<file path="src/design/quaternion_smallest_three_encoder_top_macros.svh">
// Assertion macros used by the smallest-three encoder top level
`ifndef QUATERNION_SMALLEST_THREE_ENCODER_TOP_MACROS_SVH
`define QUATERNION_SMALLEST_THREE_ENCODER_TOP_MACROS_SVH

// Check that a condition implies a consequence in the same cycle
`define S3E_ASSERT_IMPLY(lbl, ante, cons) \
    lbl: assert property (@(posedge clk) disable iff (!rst_n) (ante) |-> (cons)) \
        else $error("s3e implication check failed");

// Check that a condition never holds
`define S3E_ASSERT_NEVER(lbl, cond) \
    lbl: assert property (@(posedge clk) disable iff (!rst_n) !(cond)) \
        else $error("s3e forbidden condition seen");

`endif

</file>
<file path="src/design/s3e_pkg.sv">
// Shared types, constants and functions of the smallest-three encoder
package s3e_pkg;

    localparam int COMP_WIDTH = 16;
    localparam int SQ_W       = 2 * COMP_WIDTH - 1;
    localparam int SUM_W      = 2 * COMP_WIDTH + 1;
    localparam int ADSQ_W     = 16;
    localparam int HALF_W     = 17;
    localparam int RHS_W      = SQ_W + HALF_W;
    localparam int CMP_W      = SUM_W + ADSQ_W;
    localparam int CODE_W     = 8;
    localparam int SEARCH_STAGES = CODE_W;

    localparam logic [HALF_W-1:0] HALF_SCALE_SQ2 = 17'd130050;
    localparam logic [7:0]        TAG_BASE       = 8'd252;
    localparam logic [7:0]        DEGEN_CODE     = 8'd127;

    typedef logic [1:0] keep_tab_t [4][3];
    localparam keep_tab_t KEEP_TABLE = '{
        '{2'd1, 2'd2, 2'd3},
        '{2'd0, 2'd2, 2'd3},
        '{2'd0, 2'd1, 2'd3},
        '{2'd0, 2'd1, 2'd2}
    };

    typedef logic [ADSQ_W-1:0] adsq_tab_t [256];

    // Square of |2k - 255| for every code k
    function automatic adsq_tab_t build_adsq();
        adsq_tab_t t;
        int d;
        for (int i = 0; i < 256; i++)
        begin
            d = 2 * i - 255;
            if (d < 0)
                d = -d;
            t[i] = ADSQ_W'(d * d);
        end
        return t;
    endfunction

    localparam adsq_tab_t ADSQ_TABLE = build_adsq();

    // Control that travels with each request
    typedef struct packed {
        logic       valid;
        logic       zero;
        logic [1:0] big;
    } ctl_t;

    // One kept component after sign fix-up
    typedef struct packed {
        logic             neg;
        logic             nil;
        logic [RHS_W-1:0] rhs;
    } kept_t;

    // Decide whether code cand still lies at or below the exact value
    function automatic logic fits(logic [7:0] cand, logic vneg, logic vnil,
                                  logic [SUM_W-1:0] sumsq, logic [RHS_W-1:0] rhs);
        logic             dneg;
        logic [CMP_W-1:0] lhs;
        logic [CMP_W-1:0] rhsx;
        logic             res;
        dneg = ~cand[7];
        lhs  = CMP_W'(sumsq) * CMP_W'(ADSQ_TABLE[cand]);
        rhsx = CMP_W'(rhs);
        if (dneg && !vneg)
            res = 1'b1;
        else if (!dneg && (vneg || vnil))
            res = 1'b0;
        else if (!dneg)
            res = (lhs <= rhsx);
        else
            res = (lhs >= rhsx);
        return res;
    endfunction

endpackage

</file>
<file path="src/design/s3e_front.sv">
// Front stages: magnitudes, squares, largest pick, length and right-hand sides
module s3e_front (
    input  logic                               clk,
    input  logic                               rst_n,
    input  logic                               start,
    input  logic signed [s3e_pkg::COMP_WIDTH-1:0] comp_zero,
    input  logic signed [s3e_pkg::COMP_WIDTH-1:0] comp_one,
    input  logic signed [s3e_pkg::COMP_WIDTH-1:0] comp_two,
    input  logic signed [s3e_pkg::COMP_WIDTH-1:0] comp_three,
    output s3e_pkg::ctl_t                      ctl,
    output logic [s3e_pkg::SUM_W-1:0]          sumsq,
    output s3e_pkg::kept_t [2:0]               kept
);

    localparam int W = s3e_pkg::COMP_WIDTH;

    // stage 1: input capture
    logic [W-1:0] comp_reg [4];
    logic         v1_reg;

    // stage 2: magnitude and square
    logic [W-1:0]             mag_reg [4];
    logic [s3e_pkg::SQ_W-1:0] sq_reg [4];
    logic [3:0]               qneg_reg;
    logic                     v2_reg;
    logic [W-1:0]             mag_next [4];
    logic [s3e_pkg::SQ_W-1:0] sq_next [4];

    // stage 3: pick largest, select kept, sum squares
    s3e_pkg::ctl_t              ctl3_reg;
    s3e_pkg::ctl_t              ctl3_next;
    logic [s3e_pkg::SUM_W-1:0]  sum3_reg;
    logic [s3e_pkg::SUM_W-1:0]  sum3_next;
    logic [2:0]                 kneg3_reg, kneg3_next;
    logic [2:0]                 knil3_reg, knil3_next;
    logic [s3e_pkg::SQ_W-1:0]   ksq3_reg [3];
    logic [s3e_pkg::SQ_W-1:0]   ksq3_next [3];

    // stage 4: scaled right-hand sides
    s3e_pkg::ctl_t              ctl4_reg;
    logic [s3e_pkg::SUM_W-1:0]  sum4_reg;
    s3e_pkg::kept_t [2:0]       kept4_reg;
    s3e_pkg::kept_t [2:0]       kept4_next;

    // capture request
    always_ff @(posedge clk or negedge rst_n)
    begin
        if (!rst_n)
            v1_reg <= 1'b0;
        else
            v1_reg <= start;
    end

    always_ff @(posedge clk)
    begin
        comp_reg[0] <= comp_zero;
        comp_reg[1] <= comp_one;
        comp_reg[2] <= comp_two;
        comp_reg[3] <= comp_three;
    end

    // take magnitudes and squares
    always_comb
    begin
        for (int i = 0; i < 4; i++)
        begin
            mag_next[i] = comp_reg[i][W-1] ? (~comp_reg[i] + W'(1)) : comp_reg[i];
            sq_next[i]  = s3e_pkg::SQ_W'(mag_next[i]) * s3e_pkg::SQ_W'(mag_next[i]);
        end
    end

    always_ff @(posedge clk or negedge rst_n)
    begin
        if (!rst_n)
            v2_reg <= 1'b0;
        else
            v2_reg <= v1_reg;
    end

    always_ff @(posedge clk)
    begin
        for (int i = 0; i < 4; i++)
        begin
            mag_reg[i]  <= mag_next[i];
            sq_reg[i]   <= sq_next[i];
            qneg_reg[i] <= comp_reg[i][W-1];
        end
    end

    // pick the largest, lowest index on ties, and select the kept three
    always_comb
    begin
        logic [1:0] big;
        logic [1:0] idx;
        logic       flip;
        big = 2'd0;
        for (int i = 1; i < 4; i++)
        begin
            if (mag_reg[i] > mag_reg[big])
                big = 2'(i);
        end
        flip = qneg_reg[big];
        ctl3_next.valid = v2_reg;
        ctl3_next.zero  = (mag_reg[0] == '0) && (mag_reg[1] == '0) &&
                          (mag_reg[2] == '0) && (mag_reg[3] == '0);
        ctl3_next.big   = big;
        sum3_next = s3e_pkg::SUM_W'(sq_reg[0]) + s3e_pkg::SUM_W'(sq_reg[1]) +
                    s3e_pkg::SUM_W'(sq_reg[2]) + s3e_pkg::SUM_W'(sq_reg[3]);
        for (int j = 0; j < 3; j++)
        begin
            idx           = s3e_pkg::KEEP_TABLE[big][j];
            knil3_next[j] = (mag_reg[idx] == '0);
            kneg3_next[j] = (qneg_reg[idx] ^ flip) && !knil3_next[j];
            ksq3_next[j]  = sq_reg[idx];
        end
    end

    always_ff @(posedge clk or negedge rst_n)
    begin
        if (!rst_n)
            ctl3_reg <= '0;
        else
            ctl3_reg <= ctl3_next;
    end

    always_ff @(posedge clk)
    begin
        sum3_reg  <= sum3_next;
        kneg3_reg <= kneg3_next;
        knil3_reg <= knil3_next;
        for (int j = 0; j < 3; j++)
            ksq3_reg[j] <= ksq3_next[j];
    end

    // scale each kept square by twice 255 squared
    always_comb
    begin
        for (int j = 0; j < 3; j++)
        begin
            kept4_next[j].neg = kneg3_reg[j];
            kept4_next[j].nil = knil3_reg[j];
            kept4_next[j].rhs = s3e_pkg::RHS_W'(ksq3_reg[j]) *
                                s3e_pkg::RHS_W'(s3e_pkg::HALF_SCALE_SQ2);
        end
    end

    always_ff @(posedge clk or negedge rst_n)
    begin
        if (!rst_n)
            ctl4_reg <= '0;
        else
            ctl4_reg <= ctl3_reg;
    end

    always_ff @(posedge clk)
    begin
        sum4_reg  <= sum3_reg;
        kept4_reg <= kept4_next;
    end

    assign ctl   = ctl4_reg;
    assign sumsq = sum4_reg;
    assign kept  = kept4_reg;

endmodule

</file>
<file path="config.mk">
export PLATFORM = sky130hd
export DESIGN_NAME = s3e_front
export DESIGN_NICKNAME = d
export VERILOG_FILES = /design/src/design/quaternion_smallest_three_encoder_top_macros.svh /design/src/design/s3e_pkg.sv /design/src/design/s3e_front.sv
export SDC_FILE = /design/constraint.sdc
export NUM_CORES = 2
export LEC_CHECK = 0
export ABC_AREA = 1
export BUFFER_PORTS_ARGS = -buffer_cell sky130_fd_sc_hd__buf_2
export CORE_ASPECT_RATIO = 0.75
export CORE_MARGIN = 2
export CORE_UTILIZATION = 50
export DETAILED_ROUTE_END_ITERATION = 7
export PLACE_DENSITY_LB_ADDON = 0.2
export RECOVER_POWER = 100
export SETUP_SLACK_MARGIN = 0.1
export SYNTH_ARGS = -nofsm -noshare
export SYNTH_HDL_FRONTEND = slang
export SYNTH_SLANG_ARGS = --single-unit
</file>
<file path="constraint.sdc">
create_clock -name clk -period 9.15 [get_ports clk]
set_clock_uncertainty 0.05 [all_clocks]
set_input_delay 1.3725 -clock clk [delete_from_list [all_inputs] [get_ports clk]]
set_output_delay 1.3725 -clock clk [all_outputs]
set_load 0.1 [all_outputs]
</file>
---- Word level (Yosys, flattened, before mapping) ----
Memory sizes are Yosys's and may differ from the RTL's.
Index checks and enable logic that the tools add are counted.
word-level totals
  register bits ........................... 233
  memory bits (writable) .................. 345
  output and inout bits ................... 187
  memories ................................ 4
cells by class
  $add $sub $neg .......................... 7
  multiply operators ...................... 7
  $lt $le $gt $ge ......................... 8
  multiplexer cells ....................... 18
  bitwise gates (word level) .............. 8
  reduce and logical (&&, ||, !) cells .... 16
memory list
  memory    words  width  rd ports  clocked after memory_dff  wr ports  RTL line         source
  sq_reg    4      31     7         0                         4         s3e_front.sv:23  logic [s3e_pkg::SQ_W-1:0] sq_reg [4];
  ksq3_reg  3      31     3         0                         3         s3e_front.sv:36  logic [s3e_pkg::SQ_W-1:0] ksq3_reg [3];
  comp_reg  4      16     4         0                         4         s3e_front.sv:18  logic [W-1:0] comp_reg [4];
  mag_reg   4      16     9         0                         4         s3e_front.sv:22  logic [W-1:0] mag_reg [4];
operators by type and width
  cell                    number
  $mul 31x16->47 const B  3
  $mul 16x16->31          4
  $logic_not 16->1        7
  $add 16x1->16 const B   4
  $mux 16                 4
  $not 16->16             4
  $gt 16x16->1            3
  $add 32x31->33          1
  $add 33x31->33          1
  $add 31x31->32          1
  $bmux 6 s2              1
  $lt 2x3->1 const B      4
  $mux 6                  2
  $bmux 1 s2              4
  $logic_and 1x1->1       6
  $mux 1                  5
  $mux 2                  2
  $ge 3x3->1 const B      1
  $logic_not 1->1         3
  $not 2->3               1
  $xor 1x1->1             3

---- Logic depth before layout (Yosys ltp) ----
An unclocked memory read counts as a cell.
  depth after elaboration ................. 17
  depth in mapped cells ................... 48
  gate-level depth less buffers ........... 45

---- Worst setup path after synthesis ----
No wires, ideal clock.
  kind .................................... register -> register
  start ................................... memory comp_reg[0][0] (netlist name)
  end ..................................... memory sq_reg[0][25] (netlist name)
  setup time .............................. 0.120 ns
  arrival ................................. 6.506 ns
  path slack .............................. 2.474 ns
  cell stages (with the launch flop) ...... 32
  buffers on the path ..................... 1
  cells stage by stage .................... dfxtp_1 -> clkinv_1 -> clkbuf_1 -> ha_1 -> nand2_1 -> nor2_2 -> nand2_2 -> nor3_4 -> nor2_1 -> xor2_2 -> inv_2 -> nor2_1 -> inv_1 -> fa_1 -> fa_1 -> fa_1 -> inv_1 -> fa_1 -> inv_1 -> fa_1 -> fa_1 -> inv_1 -> ha_1 -> a21oi_1 -> nor2_1 -> nor2_1 -> o21bai_1 -> a21oi_1 -> o21bai_1 -> nand3_1 -> nand2_1 -> xor2_1
RTL lines
  item         RTL line
  from (decl)  s3e_front.sv:18
  to (decl)    s3e_front.sv:23

==> results.toml <==
[timing]
fin_setup_tns_ns = 0
fin_crit_sh_pct = 92.2
max_freq_ghz = 0.118
max-slew-margin-rel_pct = 5.70
rsz_0062_raised_after_global_routing = "false"
setup_viol = 0
setup_ws_ns = 0.710
timing.final.max_slew_violations = 0
min_period_ns = 8.44
tightestPinTransition_ns = 1.41
endpoints_failing_hold = 0

[logic_synthesis]
ys_dominant_reg_cell = "sky130_fd_sc_hd__dfxtp_1"
synthesis.instances = 7456
ys_seq_elements = 564
mappedNetlistArea_sq_mm = 0.0668
synth-warning-count = 0
synth_area_per_cell_sq_um = 8.96
synthArstFlopShare_pct = 1.77
synth_enable_flop_cells = 0
synth.yosys.seq_area_share_pct = 17.0
synth.distinct_cells = 68

[worst_setup_path]
endpoint_kind = "flop"
timing.reg2reg.setup_slack_ns = 0.71
worstRegToRegCells = 24
timing.critical_path.from_type = "flop"
critPathArrivalTime_ns = 8.94
worst_setup_path_endpoint = "sq_reg[3][23]"
crit_path_max_fanout = 19
criticalPathCategory = "reg -> reg"
worstReg2RegEnd = "sq_reg[3][23]"
timing.rr.start = "comp_reg[3][0]"
required_ns = 9.65
timing.critical_path.from = "comp_reg[3][0]"

[floorplan]
initial_utilization_pct = 50.2
die_h_um = 320
coreArea_sq_mm = 0.133
die_x_extent_um = 426
num_rows = 116
die_area_sq_mm = 0.137
design.portCount = 254

[clock_network]
clock_tree_from_tritoncts = "yes"
cts_repair_resize_count = 0
post-cts-setup-buffer-count = 0
postCtsHoldBufs = 0
clkSinkCount = 564
htree_levels = 3
clock_pin_slew_on_the_worst_setup_and_hold_paths_ns = 0.06
root_buffer = "sky130_fd_sc_hd__clkbuf_16"
ctsLongestPathBuffers = 3
clock_insertion_delay_worst_skew_ns = 0.68
numCtsBuffers = 66

[flow_run]
cap_violations = 0

[routing]
total_wirelength_um = 181000
dr.max_layer_used = "met5"
drt_iter0_drc = 3365
route.vias.total = 48400
wl_met2_um = 79400
dr_wl_met3_um = 12100
detail-route-antenna-nets = 0
route.detailed.wl_per_inst_um = 18.9
via_per_inst = 5.05
count_of_unresolved_drc_violations_after_routing = 0
drt_first_pass_iters = 6
met1_length_um = 84200

[min_path]
min_delay_path_depth = 0
holdCritPathClass = "reg -> reg"

[grt]
gr-usage-all-layers_pct = 27.0
grt_max_degree = 71
first_pass_grt_wire_length_um = 283000
initial_antenna_violation_count = 11
grt.overflow.total = 0
via_count_of_the_first_global_routing_pass = 49900

[cells_and_area]
post_route_cells_drive_above_1_share_pct = 3.74
area_growth_pct = 7.49
final_net_count = 9793
largest_register_ff_count = 144

[placed_design]
gpl.final_weighted_congestion = 0.956
detailedPlacementHpwl_um = 158000
pre_cts_slack_ns = 1.35
io_buffer_count = 247

[run_status]
outcome = "complete, no violations"
## cell families (layout without fill, tap and decap cells)
logic type               after synthesis  after routing  share of synthesized area [%]
XOR/XNOR                             271            271                           3.63
other                                  2             63                         0.0112
AO/OA/AOI/OAI                        736            736                           6.15
adder cells (fa/ha/maj)             1975           1975                           49.5
buffers and inverters               1957           2242                           11.3
AND/OR/NAND/NOR                     1951           1951                           12.5
flip-flops                           564            564                           17.0
## metrics by stage
| step | cells | instance area, sq um | hold slack [ns] | util [%] |
|---|---|---|---|---|
| after floorplan | 7514 | 67000 | 0.260 | - |
| after global placement | 9453 | 70000 | 0.260 | 52.7 |
| after detailed placement | 9453 | 70000 | 0.262 | 52.7 |
| after CTS | 9569 | 72200 | 0.276 | 54.3 |
| after global routing | 9569 | 71800 | 0.280 | 54.0 |
| final | 9572 | 71800 | 0.273 | 54.0 |
## worst max-delay path: stages, from the launching register on
cell	delay, ns
sky130_fd_sc_hd__dfxtp_1	0.45
sky130_fd_sc_hd__clkinvlp_2	0.75
sky130_fd_sc_hd__ha_1	0.54
sky130_fd_sc_hd__or2_1	0.24
sky130_fd_sc_hd__xnor2_1	0.55
sky130_fd_sc_hd__inv_1	0.49
sky130_fd_sc_hd__nor2_2	0.26
sky130_fd_sc_hd__inv_1	0.08
sky130_fd_sc_hd__fa_1	0.54
sky130_fd_sc_hd__inv_1	0.06
sky130_fd_sc_hd__fa_1	0.56
sky130_fd_sc_hd__fa_1	0.45
sky130_fd_sc_hd__fa_1	0.55
sky130_fd_sc_hd__inv_1	0.05
sky130_fd_sc_hd__fa_1	0.47
sky130_fd_sc_hd__fa_1	0.49
sky130_fd_sc_hd__inv_1	0.05
sky130_fd_sc_hd__ha_1	0.34
sky130_fd_sc_hd__a21oi_1	0.22
sky130_fd_sc_hd__o21ai_0	0.20
sky130_fd_sc_hd__a21oi_1	0.17
sky130_fd_sc_hd__nand2_1	0.11
sky130_fd_sc_hd__a31oi_1	0.31
sky130_fd_sc_hd__o21ai_0	0.17
sky130_fd_sc_hd__xor2_1	0.16
## synthesized netlist by cell type (all sizes together), types with 39 or more instances
cell type  count  area share [%]
nand2       1036             6.1
o21ai        287             2.2
xnor2         85             1.1
nor2         615             3.6
a21oi        296             2.3
nand3        139             1.2
nand4         39            0.43
inv         1871              11
xor2         186             2.5
dfxtp        554              17
fa          1110              33
ha           865              16
nor3          60            0.53
buf           59            0.56
## per-layer routing
metal  GRT usage (%)  vias up
met5               0        -
met4            6.78        2
met3            4.60      229
met2            42.1     1408
met1            39.0    23600
li1                -    23200
## area by class of cell
cell class	count	area, sq um
well taps	1770	2210
fillers	12500	61200
flip-flops and latches	564	11300
clock inverters	34	395
diodes	3	7.51
repair buffers	252	1020
multi-input cells	4993	47900
clock buffers	82	1850
inverters	1874	7040
## placed cells by master (no fill, tap or decap), types with 7 or more instances in the layout
| master | n |
|---|---|
| sky130_fd_sc_hd__a21boi_0 | 18 |
| sky130_fd_sc_hd__inv_2 | 30 |
| sky130_fd_sc_hd__nor2_2 | 28 |
| sky130_fd_sc_hd__inv_6 | 12 |
| sky130_fd_sc_hd__clkbuf_8 | 7 |
| sky130_fd_sc_hd__buf_2 | 59 |
| sky130_fd_sc_hd__o21ai_1 | 11 |
| sky130_fd_sc_hd__a31oi_1 | 25 |
| sky130_fd_sc_hd__o21a_1 | 15 |
| sky130_fd_sc_hd__nor3_1 | 57 |
| sky130_fd_sc_hd__clkinv_2 | 8 |
| sky130_fd_sc_hd__clkbuf_16 | 69 |
| sky130_fd_sc_hd__nand2_2 | 15 |
| sky130_fd_sc_hd__ha_1 | 865 |
| sky130_fd_sc_hd__o21ai_0 | 274 |
| sky130_fd_sc_hd__a21oi_1 | 294 |
| sky130_fd_sc_hd__nand3_1 | 133 |
| sky130_fd_sc_hd__clkbuf_1 | 198 |
| sky130_fd_sc_hd__xnor2_1 | 84 |
| sky130_fd_sc_hd__inv_1 | 1838 |
| sky130_fd_sc_hd__nand2_1 | 1012 |
| sky130_fd_sc_hd__or2_1 | 9 |
| sky130_fd_sc_hd__or2_2 | 9 |
| sky130_fd_sc_hd__dfxtp_1 | 554 |
| sky130_fd_sc_hd__nand4_1 | 36 |
| sky130_fd_sc_hd__o21bai_1 | 27 |
| sky130_fd_sc_hd__conb_1 | 60 |
| sky130_fd_sc_hd__nand2_4 | 9 |
| sky130_fd_sc_hd__nor2_1 | 582 |
| sky130_fd_sc_hd__fa_1 | 1110 |
| sky130_fd_sc_hd__xor2_1 | 185 |
| sky130_fd_sc_hd__a21o_1 | 37 |
| sky130_fd_sc_hd__dfrtp_1 | 10 |
| sky130_fd_sc_hd__o211ai_1 | 9 |
| sky130_fd_sc_hd__nor4_1 | 26 |
## worst min-delay path by stage
stage / slack, ns / end / from
after global routing: 0.28 / sumsq[30] / sum3_reg[30]
after global placement: 0.26 / sumsq[3] / sum3_reg[3]
after detailed placement: 0.26 / kept[48] / knil3_reg[0]
final: 0.27 / sumsq[8] / sum3_reg[8]
after floorplan: 0.26 / kept[148] / knil3_reg[2]
after CTS: 0.28 / sumsq[9] / sum3_reg[9]
Power is left out: the tool's default activity adds up to more than one toggle a clock period on the data nets, which glitch-free logic cannot reach.
